File: src/rtl/sesv_root.sv
// ----------------------------------------------------------------------------
// sesv_root
// Pipelined integer square root, floor, one result bit per stage.
// ----------------------------------------------------------------------------
module sesv_root #(
	parameter int IW = 48,
	parameter int SW = 1
) (
	input  logic            clk,
	input  logic            arst_n,
	input  logic            en,
	input  logic            in_vld,
	input  logic [IW-1:0]   x,
	input  logic [SW-1:0]   in_side,
	output logic            out_vld,
	output logic [IW/2-1:0] root,
	output logic [SW-1:0]   out_side
);

	localparam int RW = IW / 2;
	localparam int TW = IW + 1;

	logic          vld_s  [0:RW];
	logic [IW-1:0] rem_s  [0:RW];
	logic [RW-1:0] root_s [0:RW];
	logic [SW-1:0] side_s [0:RW];

	always_ff @(posedge clk or negedge arst_n) begin
		if (!arst_n) begin
			for (int k = 0; k <= RW; k++) vld_s[k] <= 1'b0;
		end else if (en) begin
			vld_s[0] <= in_vld;
			for (int k = 1; k <= RW; k++) vld_s[k] <= vld_s[k-1];
		end
	end

	always_ff @(posedge clk) begin
		if (en) begin
			rem_s[0]  <= x;
			root_s[0] <= '0;
			side_s[0] <= in_side;
		end
	end

	for (genvar j = 1; j <= RW; j++) begin : g_step
		localparam int B = RW - j;
		logic [TW-1:0] trial;
		logic [TW-1:0] diff;
		logic          ge;

		assign trial = (TW'(root_s[j-1]) << (B + 1)) | (TW'(1) << (2 * B));
		assign diff  = TW'(rem_s[j-1]) - trial;
		assign ge    = TW'(rem_s[j-1]) >= trial;

		always_ff @(posedge clk) begin
			if (en) begin
				rem_s[j]  <= ge ? diff[IW-1:0] : rem_s[j-1];
				root_s[j] <= root_s[j-1] | (RW'(ge) << B);
				side_s[j] <= side_s[j-1];
			end
		end
	end

	assign out_vld  = vld_s[RW];
	assign root     = root_s[RW];
	assign out_side = side_s[RW];

endmodule

File: config.mk
export PLATFORM = sky130hd
export DESIGN_NAME = sesv_root
export DESIGN_NICKNAME = d
export VERILOG_FILES = /design/src/rtl/sesv_root.sv
export SDC_FILE = /design/constraint.sdc
export NUM_CORES = 2
export LEC_CHECK = 0
export ABC_AREA = 1
export BUFFER_PORTS_ARGS = -buffer_cell sky130_fd_sc_hd__buf_2
export CORE_AREA = 4 4 488 490
export DETAILED_ROUTE_END_ITERATION = 8
export DIE_AREA = 0 0 492 494
export SLEW_MARGIN = 20
export SYNTH_ARGS = -nofsm -noshare
export SYNTH_HDL_FRONTEND = slang
export SYNTH_SLANG_ARGS = --single-unit
File: constraint.sdc
create_clock -name clk -period 6.8 [get_ports clk]
set_clock_uncertainty 0.2 [all_clocks]
set_input_delay 1.36 -clock clk [delete_from_list [all_inputs] [get_ports clk]]
set_output_delay 1.36 -clock clk [all_outputs]
set_load 0.01 [all_outputs]
# Yosys cells after proc, flatten, opt, wreduce, memory -nomap -nowiden
# Memory sizes are Yosys's and may differ from the RTL's.
# Index checks and enable logic that the tools add are counted.
[word_totals]
reg_bits = 25
ram_bits = 1825
inputBits = 53
output_inout_bits = 26
elab_cells = 126
memories = 3
[classes]
addsub = 24
n_lt_le_gt_ge = 24
muxes = 26
n_bitwise = 24
[memory_table]
columns = ["memory", "depth", "word_bits", "rd", "rd_ports_with_merged_regs", "wr", "line_no", "text"]
rows = [
  ["rem_s", 25, 48, 24, 0, 25, "24", "logic [IW-1:0] rem_s [0:RW];"],
  ["root_s", 25, 24, 25, 0, 25, "25", "logic [RW-1:0] root_s [0:RW];"],
  ["side_s", 25, 1, 25, 0, 25, "26", "logic [SW-1:0] side_s [0:RW];"],
]
[op_table]
columns = ["cell", "n"]
rows = [
  ["$mux 48", 24],
  ["$ge 48x25->1", 1],
  ["$ge 48x26->1", 1],
  ["$ge 48x27->1", 1],
  ["$ge 48x28->1", 1],
  ["$ge 48x29->1", 1],
  ["$ge 48x30->1", 1],
  ["$ge 48x31->1", 1],
  ["$ge 48x32->1", 1],
  ["$ge 48x33->1", 1],
  ["$ge 48x34->1", 1],
  ["$ge 48x35->1", 1],
  ["$ge 48x36->1", 1],
  ["$ge 48x37->1", 1],
  ["$ge 48x38->1", 1],
  ["$ge 48x39->1", 1],
  ["$ge 48x40->1", 1],
  ["$ge 48x41->1", 1],
  ["$ge 48x42->1", 1],
  ["$ge 48x43->1", 1],
  ["$ge 48x44->1", 1],
  ["$ge 48x45->1", 1],
  ["$ge 48x46->1", 1],
  ["$ge 48x47->1", 1],
  ["other kinds (50)", 51],
]

# Logic depth before layout (Yosys ltp)
# An unclocked memory read counts as a cell.
[logic_depth]
word_depth = 3
ltp_mapped = 17
mapped_depth_nobuf = 16

# Worst setup path before layout
# Ideal clock, no wire load.
[synth_timing]
path_type = "register to register"
from = "memory rem_s[6][36] (netlist: rem_s[0][324])"
to = "memory rem_s[7][37] (netlist: rem_s[0][373]) (data pin)"
setup_ps = 253
t_arrival_ps = 1884
t_required_ps = 6347
slack_ps = 4463
path_stages_with_launch = 11
path_buffers = 1
synth_period_minus_slack_ps = 2337
cell_sequence = "edfxtp_1 > ha_1 > nand3b_1 > nand3_2 > a21oi_1 > o21ai_1 > nor2_2 > nand2_2 > buf_2 > nand2_1 > nand2_1"
[synth_rtl]
columns = ["element", "line_no"]
rows = [
  ["from (decl)", "24"],
]

==> impl_metrics.tcl <==
set metrics [dict create \
    grt.total_usage_pct 19.2 \
    hold_path.class "flop to flop" \
    synth_nets 9528 \
    ant_nets 0 \
    max_slew.worst_pin.slew_ps 1130 \
    synth_cell_types 59 \
    place_area_sq_mm 0.0857 \
    ys_seq_elements 1502 \
    cts_root_buf "clkbuf_16" \
    drt_iter0_markers 5672 \
    slew_viol_final 0 \
    hold_viol_final 0 \
    first_pass_iters 6 \
    finalPower_mw 27.8 \
    drc 0 \
    ys.flop_type "edfxtp_1" \
    fmax_ghz 0.246 \
    setup_ws_ps 2730 \
    vias_per_cell 4.91 \
    irDropWorstVdd_uv 248 \
    cpLargestDelayFamily "simple AND/OR/NAND/NOR gates" \
    finalNetCount 9731 \
    p_leak_nw 38.4 \
    clk_pin_slew_ps 60 \
    synth.cell_area_sq_mm 0.0815 \
    grt-ovfl-total 0 \
    finalSetupViolCount 0 \
    drive_above_1_share_pct 5.21 \
    hold_buffers 0 \
    ys_seq_area_share_pct 55.2 \
    yosys.area.top_type "edfxtp_1" \
    pre_cts_slack_ps 2680 \
    max_cap_viol_count 0 \
    synth_enable_flop_cells 1477 \
    antenna_found_initial 6 \
    cts_sinks 1502 \
    critical_path.slowest_cell "inv_2" \
    crit_type "flop to flop" \
    crit_required_ps 7140 \
    synth_area_leaders "edfxtp_1, nand2_1, inv_1" \
    port_buffers 78 \
    worstPathMaxFanout 49 \
    whs_ps 212 \
    final_area_sq_mm 0.0912 \
    drt_wl_total_microns 239000 \
    cts_buffer_depth 3 \
    grt_pass1_wl_microns 360000 \
    die_w_microns 492 \
    post-route-min-period_ps 4070 \
    grt_pass1_vias 60253 \
    end_kind "flop" \
    ctsResizeCount 0 \
    power_density_mw_per_mm2 304 \
    rsz0062_at_grt "no" \
    core-area_sq_mm 0.234 \
    area_growth_syn_to_layout_pct 11.9 \
    dp_hpwl_microns 191000 \
    place_congestion 0.981 \
    cts_buffers 167 \
    postCtsSetupBuffers 0 \
    slew_headroom_pct 24.5 \
    startpoint_type "flop" \
    fin_tns_setup_ps 0 \
    netlist_instances 9153 \
    num_vias 62082 \
    worstPathArrival_ps 4410 \
    cts_tree "done" \
    cts_max_level 4 \
    yosys_warnings 0 \
    slowest_delay_ps 810 \
    synthArstFlopShare_pct 1.66 \
    drt-wirelength-per-cell_microns 18.9 \
    fin_crit_sh_pct 59.8 \
    die_area_sq_mm 0.243 \
    clk_latency_ps 830 \
    syn_avg_cell_area_sq_um 8.91 \
    synth_top_area_share_pct 54.4 \
    start_util_pct 34.8 \
    die_h_microns 494 \
    nFillCells 23447 \
    cp_num_buf_inv 3 \
    status "finished, final reports clean" \
    grt_max_degree 151 \
    ios 79 \
    path_cells "inv_1, ha_1, a21oi_1, inv_1, nor2_1, nand3_1, nor2_1, nand3_4, inv_2, nand2_1, o21ai_0" \
    num_rows 178 \
]
flip-flops by register name, indices dropped and copies added, names as in the netlist:
| name | count |
|---|---|
| out_vld | 1 |
| rem_s | 1152 |
| root_s | 300 |
| side_s | 25 |
| vld_s | 24 |
stage by stage:
| step | utilization, % | std cells |
|---|---|---|
| 2_1_floorplan | - | 9153 |
| 3_3_place_gp | 36.6 | 12335 |
| 3_5_place_dp | 36.6 | 12337 |
| 4_1_cts | 39.0 | 12637 |
| 5_1_grt | 39.0 | 12637 |
| 6_report | 39.0 | 12638 |
worst paths after layout:
path / from / end / slack (ps) / cells past startpoint
setup / recovery: root_s[1][119] / rem_s[2][263] / 2730 / 11
hold / removal: root_s[1][133] / root_s[1][157] / 210 / 0
setup reg to reg: root_s[1][119] / rem_s[2][263] / 2730 / 11
hold reg to reg: root_s[1][133] / root_s[1][157] / 210 / 0
max in group asynchronous: arst_n / vld_s[12] / 5690 / 1
min in group asynchronous: arst_n / out_vld / 340 / 1
metal layers:
layer | up-vias | part of all wire (%) | track usage (%)
met5 | - | 0 | 0
met4 | 0 | 3.1 | 5.78
met3 | 355 | 4.9 | 2.51
met2 | 1592 | 49 | 33.8
met1 | 29480 | 43 | 24.5
li1 | 30655 | - | -
cell usage after synthesis (all sizes together), types with 3 or more instances:
cell,number
nand2,2762
edfxtp,1477
inv,1376
nor2,1021
nand3,498
a21oi,419
ha,322
o21ai,319
nand4,184
xnor2,150
nor3,125
xor2,119
nor4,93
buf,68
nand3b,53
dfrtp,25
o21bai,19
or2,19
a21o,18
and2,18
o21a,11
a21boi,9
o211ai,9
clkbuf,8
a211oi,6
and3,5
nor2b,3
nor3b,3
kinds of logic after synthesis:
| family | count (synthesis) | share of synthesized area [%] |
|---|---|---|
| multiplexers | 1 | 0.0138 |
| AO/OA/AOI/OAI | 818 | 5.51 |
| AND/OR/NAND/NOR | 4789 | 24.5 |
| buffers and inverters | 1452 | 6.98 |
| XOR/XNOR | 269 | 2.89 |
| adder cells (fa/ha/maj) | 322 | 4.94 |
| flip-flops | 1502 | 55.2 |
cell usage in the layout, fill, tap and decap left out, types with 9 or more instances in the layout:
cell        Yosys  routed
dfrtp_1        25      25
clkinv_2        0      26
nand3b_1       53      53
inv_2          14      14
o21ai_1        46      46
edfxtp_1     1477    1477
nand2_1      2752    2751
inv_1        1362    1361
bufinv_16       0      13
xnor2_1       150     150
xor2_1        119     119
buf_4          13      26
nor3_1        122     122
clkinv_4        0       9
nor4_1         92      90
o21ai_0       264     264
o21bai_1       19      19
nor2_1        998     998
clkinv_16       0      12
ha_1          322     322
o211ai_1        9       9
nand4_1       184     184
a21o_1         17      17
clkinvlp_4      0      12
buf_2          35      77
a21oi_1       379     379
o21ai_2         9       9
nand2_2        10      11
clkinv_1        0      26
clkbuf_16       0     167
nand3_1       488     488
clkbuf_1        6      27
a21oi_2        39      39
or2_2          19      19
o21a_1         11      11
and2_1         18      18
nor2_2         21      21
where the power goes:
group	internal (mW)	leakage (nW)	switching [mW]
logic	2.01	21.3	4.27
registers	11.6	14.5	0.951
clock network	5.09	2.64	3.88
final cells by class:
cell class                 count  area [sq um]  area share, %
sequential                  1502         45000           49.3
tap                         3150          3940           4.32
clock buffer                 194          4280           4.69
timing repair buffer         110           721          0.790
multi-input combinational   6199         30900           33.9
inverter                    1376          5160           5.66
antenna                        1          2.50        0.00274
clock inverter               106          1250           1.37
Note: power is estimated with default switching activity, not from simulation.
