**src/rtl/sesv_pkg.sv**
```systemverilog
// ----------------------------------------------------------------------------
// sesv_pkg
// Types, widths and codes shared by the stratified SGS eddy viscosity core.
// ----------------------------------------------------------------------------
package sesv_pkg;

	localparam int VOL_W   = 48;
	localparam int UQ_W    = 31;
	localparam int SQ_W    = 32;
	localparam int DOT_W   = 64;
	localparam int NUM1_W  = 95;
	localparam int STRAT_W = 79;
	localparam int QLIM_W  = 40;
	localparam int LEN_W   = 20;
	localparam int ROOT_W  = 24;
	localparam int CBRT_IW = 56;
	localparam int CBRT_RW = 19;
	localparam int CBRT_DW = 60;
	localparam int CBRT_R3 = 21;
	localparam int CBRT_S3 = 40;
	localparam int TDATA_IN_W  = 240;
	localparam int TDATA_OUT_W = 64;

	localparam logic [1:0] DIMS_2D = 2'd2;

	typedef enum logic [2:0] {
		CFG_EXPANSION = 3'd0,
		CFG_GRAVITY_X = 3'd1,
		CFG_GRAVITY_Y = 3'd2,
		CFG_GRAVITY_Z = 3'd3,
		CFG_VISCOSITY = 3'd4,
		CFG_DIMS      = 3'd5
	} cfg_index_t;

	typedef struct packed {
		logic        [UQ_W-1:0] expansion_coeff;
		logic signed [SQ_W-1:0] gravity_x;
		logic signed [SQ_W-1:0] gravity_y;
		logic signed [SQ_W-1:0] gravity_z;
		logic        [UQ_W-1:0] viscosity_coeff;
		logic        [1:0]      space_dims;
	} cfg_regs_t;

	localparam logic signed [SQ_W-1:0] GRAVITY_Z_RST = -32'sd642908;
	localparam logic [UQ_W-1:0]        VISC_RST      = 31'd5610;

	typedef struct packed {
		logic [2:0]             pad;
		logic        [UQ_W-1:0] heat_capacity;
		logic signed [SQ_W-1:0] grad_z;
		logic signed [SQ_W-1:0] grad_y;
		logic signed [SQ_W-1:0] grad_x;
		logic        [UQ_W-1:0] fluid_density;
		logic        [UQ_W-1:0] kinetic_energy;
		logic       [VOL_W-1:0] cell_volume;
	} in_item_t;

	typedef struct packed {
		logic [1:0]      pad;
		logic [UQ_W-1:0] eddy_viscosity;
		logic [UQ_W-1:0] length_scale;
	} out_item_t;

	typedef struct packed {
		logic [VOL_W-1:0] vol;
		logic [UQ_W-1:0]  ke;
		logic [UQ_W-1:0]  rho;
		logic [UQ_W-1:0]  cp;
	} dot_side_t;

	typedef struct packed {
		logic [VOL_W-1:0] vol;
		logic [UQ_W-1:0]  ke;
		logic [UQ_W-1:0]  rho;
	} div_side_t;

	typedef struct packed {
		logic [VOL_W-1:0] vol;
		logic [UQ_W-1:0]  ke;
		logic [UQ_W-1:0]  rho;
		logic             ovf;
	} lim_side_t;

	typedef struct packed {
		logic [VOL_W-1:0] vol;
		logic [UQ_W-1:0]  ke;
		logic [UQ_W-1:0]  rho;
		logic             ovf;
		logic [LEN_W-1:0] limit;
	} f2_side_t;

	typedef struct packed {
		logic [UQ_W-1:0]  ke;
		logic [UQ_W-1:0]  rho;
		logic             ovf;
		logic [LEN_W-1:0] limit;
		logic [LEN_W-1:0] f2d;
	} f3_side_t;

	typedef struct packed {
		logic [UQ_W-1:0]  rho;
		logic [LEN_W-1:0] length;
	} rt_side_t;

endpackage

```
**src/rtl/sesv_cbrt.sv**
```systemverilog
// ----------------------------------------------------------------------------
// sesv_cbrt
// Pipelined integer cube root, floor, one result bit per stage. Tracks
// 3r and 3r^2 so each stage needs only shifts and adds.
// ----------------------------------------------------------------------------
module sesv_cbrt #(
	parameter int SW = 1
) (
	input  logic                             clk,
	input  logic                             arst_n,
	input  logic                             en,
	input  logic                             in_vld,
	input  logic [sesv_pkg::CBRT_IW-1:0]     x,
	input  logic [SW-1:0]                    in_side,
	output logic                             out_vld,
	output logic [sesv_pkg::CBRT_RW-1:0]     root,
	output logic [SW-1:0]                    out_side
);

	localparam int IW  = sesv_pkg::CBRT_IW;
	localparam int RW  = sesv_pkg::CBRT_RW;
	localparam int DLW = sesv_pkg::CBRT_DW;
	localparam int R3W = sesv_pkg::CBRT_R3;
	localparam int S3W = sesv_pkg::CBRT_S3;

	logic           vld_s  [0:RW];
	logic [IW-1:0]  rem_s  [0:RW];
	logic [RW-1:0]  root_s [0:RW];
	logic [R3W-1:0] r3_s   [0:RW];
	logic [S3W-1:0] s3_s   [0:RW];
	logic [SW-1:0]  side_s [0:RW];

	always_ff @(posedge clk or negedge arst_n) begin
		if (!arst_n) begin
			for (int k = 0; k <= RW; k++) vld_s[k] <= 1'b0;
		end else if (en) begin
			vld_s[0] <= in_vld;
			for (int k = 1; k <= RW; k++) vld_s[k] <= vld_s[k-1];
		end
	end

	always_ff @(posedge clk) begin
		if (en) begin
			rem_s[0]  <= x;
			root_s[0] <= '0;
			r3_s[0]   <= '0;
			s3_s[0]   <= '0;
			side_s[0] <= in_side;
		end
	end

	for (genvar j = 1; j <= RW; j++) begin : g_step
		localparam int B = RW - j;
		logic [DLW-1:0] delta;
		logic [DLW-1:0] diff;
		logic           ge;

		// (r + 2^b)^3 - r^3 = 3r^2*2^b + 3r*2^2b + 2^3b
		assign delta = (DLW'(s3_s[j-1]) << B) + (DLW'(r3_s[j-1]) << (2 * B))
			+ (DLW'(1) << (3 * B));
		assign diff  = DLW'(rem_s[j-1]) - delta;
		assign ge    = DLW'(rem_s[j-1]) >= delta;

		always_ff @(posedge clk) begin
			if (en) begin
				rem_s[j]  <= ge ? diff[IW-1:0] : rem_s[j-1];
				root_s[j] <= root_s[j-1] | (RW'(ge) << B);
				r3_s[j]   <= ge ? r3_s[j-1] + (R3W'(3) << B) : r3_s[j-1];
				s3_s[j]   <= ge ? s3_s[j-1] + (S3W'(r3_s[j-1]) << (B + 1))
					+ (S3W'(3) << (2 * B)) : s3_s[j-1];
				side_s[j] <= side_s[j-1];
			end
		end
	end

	assign out_vld  = vld_s[RW];
	assign root     = root_s[RW];
	assign out_side = side_s[RW];

endmodule

```
**config.mk**
```make
export PLATFORM = sky130hd
export DESIGN_NAME = sesv_cbrt
export DESIGN_NICKNAME = d
export VERILOG_FILES = /design/src/rtl/sesv_pkg.sv /design/src/rtl/sesv_cbrt.sv
export SDC_FILE = /design/constraint.sdc
export NUM_CORES = 2
export LEC_CHECK = 0
export BUFFER_PORTS_ARGS = -buffer_cell sky130_fd_sc_hd__buf_2
export CORE_UTILIZATION = 45
export DETAILED_ROUTE_END_ITERATION = 12
export HOLD_SLACK_MARGIN = 0.05
export PLACE_DENSITY = 0.62
export SYNTH_ARGS = -nofsm -noshare
export SYNTH_HDL_FRONTEND = slang
export SYNTH_SLANG_ARGS = --single-unit
```
**constraint.sdc**
```tcl
create_clock -name clk -period 13.3 [get_ports clk]
set_clock_uncertainty 0.2 [all_clocks]
set_input_delay 0.665 -clock clk [delete_from_list [all_inputs] [get_ports clk]]
set_output_delay 0.665 -clock clk [all_outputs]
set_load 0.01 [all_outputs]
```
* Word-level counts from Yosys, hierarchy flattened
Memory sizes are Yosys's and may differ from the RTL's.
Index checks and enable logic that the tools add are counted.
** Cells by class
- Add/subtract/negate cells :: 114
- Magnitude comparators :: 19
- Muxes and demuxes :: 59
- Bitwise logic cells :: 19
** Operators with widths (count)
- 2-to-1 mux 56 bit :: 19
- 2-to-1 mux 40 bit :: 19
- 2-to-1 mux 21 bit :: 19
- subtractor 56 bit :: 5
- adder 59 x 55 -> 60 bit, second input constant :: 1
- >= comparator 56 x 60 -> 1 bit :: 1
- adder 58 x 52 -> 59 bit, second input constant :: 1
- adder 58 x 57 -> 59 bit :: 1
- >= comparator 56 x 59 -> 1 bit :: 1
- adder 57 x 49 -> 58 bit, second input constant :: 1
- adder 57 x 55 -> 58 bit :: 1
- >= comparator 56 x 58 -> 1 bit :: 1
- adder 56 x 46 -> 57 bit, second input constant :: 1
- adder 56 x 53 -> 57 bit :: 1
- >= comparator 56 x 57 -> 1 bit :: 1
- adder 55 x 43 -> 56 bit, second input constant :: 1
- adder 55 x 51 -> 56 bit :: 1
- >= comparator 56 x 42 -> 1 bit :: 1
- >= comparator 56 x 43 -> 1 bit :: 1
- >= comparator 56 x 44 -> 1 bit :: 1
- >= comparator 56 x 45 -> 1 bit :: 1
- >= comparator 56 x 46 -> 1 bit :: 1
- >= comparator 56 x 47 -> 1 bit :: 1
- >= comparator 56 x 48 -> 1 bit :: 1
- other kinds (128) :: 129
** Storage, ports and cells
- Flip-flop bits (word level) :: 20
- Bits in writable memories :: 2740
- Input bits :: 61
- Logic and storage cells :: 236
- Memories :: 5
** Memory list
- rem_s :: depth 20, bits a word 56, read ports 19, clocked after Yosys merged registers in 0, write ports 20, RTL line sesv_cbrt.sv:27 : logic [IW-1:0] rem_s [0:RW];
- s3_s :: depth 20, bits a word 40, read ports 19, clocked after Yosys merged registers in 0, write ports 20, RTL line sesv_cbrt.sv:30 : logic [S3W-1:0] s3_s [0:RW];
- r3_s :: depth 20, bits a word 21, read ports 19, clocked after Yosys merged registers in 0, write ports 20, RTL line sesv_cbrt.sv:29 : logic [R3W-1:0] r3_s [0:RW];
- root_s :: depth 20, bits a word 19, read ports 20, clocked after Yosys merged registers in 0, write ports 20, RTL line sesv_cbrt.sv:28 : logic [RW-1:0] root_s [0:RW];
- side_s :: depth 20, bits a word 1, read ports 20, clocked after Yosys merged registers in 0, write ports 20, RTL line sesv_cbrt.sv:31 : logic [SW-1:0] side_s [0:RW];

* Longest topological paths before layout
An unclocked memory read counts as a cell.
- Depth after elaboration :: 5
- Mapped depth :: 26

* Worst setup path before layout
No wires, ideal clock.
- Kind :: register to register
- Start :: memory s3_s[16][7] in the netlist's numbering
- End :: memory rem_s[17][54] in the netlist's numbering, data pin
- Library setup time :: 258 ps
- Data arrival time :: 5660 ps
- Data required time :: 12842 ps
- Slack :: 7182 ps
- Stages on the path, launching flop included :: 25
- Path buffers :: 2
- Clock period less this slack :: 6118 ps
- Cell sequence :: edfxtp_1 > ha_1 > fa_1 > a21oi_1 > o21ai_0 > a2111oi_0 > nor3_1 > a2111oi_0 > o21ai_0 > a21oi_1 > o21a_1 > clkbuf_1 > nor2_1 > xnor2_1 > ha_1 > nand4_1 > nor3_1 > and3_1 > nor4_2 > o31ai_1 > a221o_1 > a2111oi_4 > buf_4 > nand3b_1 > xnor2_1
** RTL lines (RTL line)
- start, declared :: sesv_cbrt.sv:30
- end, declared :: sesv_cbrt.sv:27

==> run metrics <==
netlist area before placement 105000 sq um; fin nets 10100; Worst Setup Start Kind flip-flop; async set-reset flop share out of synthesis 0.0109; max incr delay on CP 0.88 ns; Area Growth Syn to Fin 9.13%; Setup crit end kind flip-flop; PostCTS Resize Cnt 0; most frequent cells in the layout 1818 x edfxtp_1, 831 x nand2_1, 785 x ha_1, 634 x xnor2_1, 599 x nor2_1; cell taking the most area after synthesis edfxtp_1; register area 55100 sq um; DRT Wirelength 232000 um; Warnings, synthesis 0; vias in the first global route 68700; Final Cell Area 114000 sq um; I/O pin count 82; Vias 67600; commonest non-fill, non-tap cell in the layout edfxtp_1; WS Path Type reg -> reg; ys flop type edfxtp_1; num rows 176; flops & latches, synth 1838; fin. max-slew vios 0; clk sinks 1838; share of cells above drive strength 1 0.0623; most frequent CP cell a21oi_1; setup TNS 0 ns; Routed Antenna Nets 0; grt total ovfl 0; first-pass GRT wire length 368000 um; Initial DRT Pass Iterations 8; Hold Vio Cnt, Final 0; Core Area 231000 sq um; multi-input logic area 46200 sq um; post-layout min period 8.68 ns; H-tree lvl count 4; CTS tree yes; RSZ-0062 raised after global routing no; number of max-cap violations 0; Slowest-stage cell, CP or4_1; sequential area share after synthesis 0.525; GRT Total Usage 0.196; hpwl dp 176000 um; crit path cell chain ha_1 -> a21o_1 -> a21oi_1 -> o21bai_1 -> a21oi_1 -> o21ai_0 -> a41oi_1 -> a21oi_1 -> o211ai_1 -> nor2_1 -> xnor2_1 -> ha_1 -> nand2_1 -> nor4_2 -> nand3_1 -> or4_1 -> o21a_1 -> a21bo_2 -> o21ai_4 -> buf_4 -> buf_4 -> and4bb_2 -> nand4_1 -> xnor2_1; CP required 13.64 ns; Post-synth EDFFs 1818; Crit path arrival time 9.02 ns; Mean Syn Cell Area 11.1 sq um; HP Class in -> reg; status finished, final reports clean; vias per inst 5.45; synth top area cells edfxtp_1 52%, ha_1 9.4%, xnor2_1 5.3%; Post-CTS Setup Bufs 0; drt wl/cell 18.8 um; CTS clk-pin slew, worst paths 0.06 ns; Max IR drop VDD 0.000270 V; I/O Buffers 81; top cell type's share of synthesized area 0.520; root buffer cell clkbuf_16; Crit Path Max Fanout 62; Setup-failing EPs final 0; largest net degree at the start of global routing 201; gpl congestion 0.909; die height 485 um; die width 485 um; fillcell total 20200; clk buf depth 3; clk_lat worst skew 0.87 ns; initial antenna violation count 0; placed cell areas 107000 sq um; cts bufs inserted 200; Starting Density 0.455; Post-Syn Instances 9446; Period Utilization, post-route 0.653; synth unique cells 99; fmax 115 MHz; Initial DRC Count 4194; Worst Tran Pin Value 1.13 ns; leakage 0.0427 uW; Die ar. 235000 sq um; cts hold-fix bufs 60; DRC Markers 0; slew margin rel. 0.241; Cell Pwr Density 261 nW/um^2; syn_nets 10300
==> Yosys cell counts (all sizes together), types with 52 or more instances <==
master  number
o21ai      596
nand4      168
xnor2      634
clkbuf     594
o21a       104
and3       108
nor3       185
a21oi      561
nand2      832
nand2b      93
a21o       242
o21bai      71
a31oi       52
o31ai       87
buf         53
and2        52
nor2       599
xor2       500
nand3      211
inv        316
nor2b      120
nor4        86
edfxtp    1818
ha         785
==> critical path, delay by kind of cell (launching register included) <==
family | cells | cell delay (ns)
AOI/OAI and AO/OA | 11 | 2.91
xor gates and xnor gates | 2 | 0.32
adders and majority gates | 2 | 0.76
buffers and inverters | 2 | 0.57
DFF | 1 | 0.56
and+or+nand+nor | 7 | 2.95
==> path summary, 6_finish.rpt <==
check	startpoint	endpoint	slack, ns	depth (start not counted)
worst max-delay path	r3_s[13][8]	r3_s[14][18]	4.62	24
worst min-delay path	en	root_s[17][11]	0.11	1
worst max register to register	r3_s[13][8]	r3_s[14][18]	4.62	24
worst min register to register	root_s[14][12]	root_s[15][12]	0.21	0
max in group asynchronous	arst_n	vld_s[16]	11.57	3
min in group asynchronous	arst_n	out_vld	0.80	3
==> cells by family after synthesis <==
group	count (synthesis)	synth area share
AOI/OAI and AO/OA	1992	0.118
xor gates and xnor gates	1134	0.0947
adders and majority gates	818	0.0999
buffers and inverters	966	0.0350
DFF	1838	0.525
muxes	49	0.00525
and+or+nand+nor	2649	0.122
==> state kept, by name (all words and copies together) (netlist names) <==
signal	cells
out_vld	1
r3_s	205
rem_s	1064
root_s	172
s3_s	357
side_s	20
vld_s	19
==> per-layer routing <==
layer / track usage / up-vias / share of wire
met5: 0 / - / 0
met2: 0.356 / 1089 / 0.51
met3: 0.0235 / 456 / 0.028
li1: - / 33700 / -
met4: 0.0829 / 0 / 0.042
met1: 0.231 / 32300 / 0.42
==> report_power, final <==
part	switching (uW)	total, uW	internal [uW]	leakage, uW
Clock	2360	5540	3180	0.00320
Combinational	8180	14300	6140	0.0216
Sequential	1260	10000	8760	0.0179
==> layout make-up <==
| cell class | instances | share of cell area |
|---|---|---|
| tap | 3026 | 0.0331 |
| timing repair buffer | 192 | 0.0128 |
| inverter | 319 | 0.0105 |
| multi-input combinational | 6642 | 0.404 |
| sequential | 1838 | 0.481 |
| clock buffer | 235 | 0.0449 |
| clock inverter | 134 | 0.0137 |
| antenna | 1 | 0.0000219 |
==> stage by stage <==
| stage | utilization | hold WS [ns] | power, uW | instances | setup WS [ns] |
|---|---|---|---|---|---|
| final | 0.496 | 0.114 | 29900 | 12400 | 4.62 |
| after global routing | 0.496 | 0.0997 | 32200 | 12400 | 4.15 |
| after CTS | 0.496 | 0.0725 | 30100 | 12400 | 4.52 |
| after detailed placement | 0.464 | 0.205 | 24400 | 12000 | 4.62 |
| after global placement | 0.464 | 0.200 | 24100 | 12000 | 4.64 |
| after floorplan | - | 0.169 | 20500 | 9446 | 7.18 |
(Power assumes the default switching activity.)
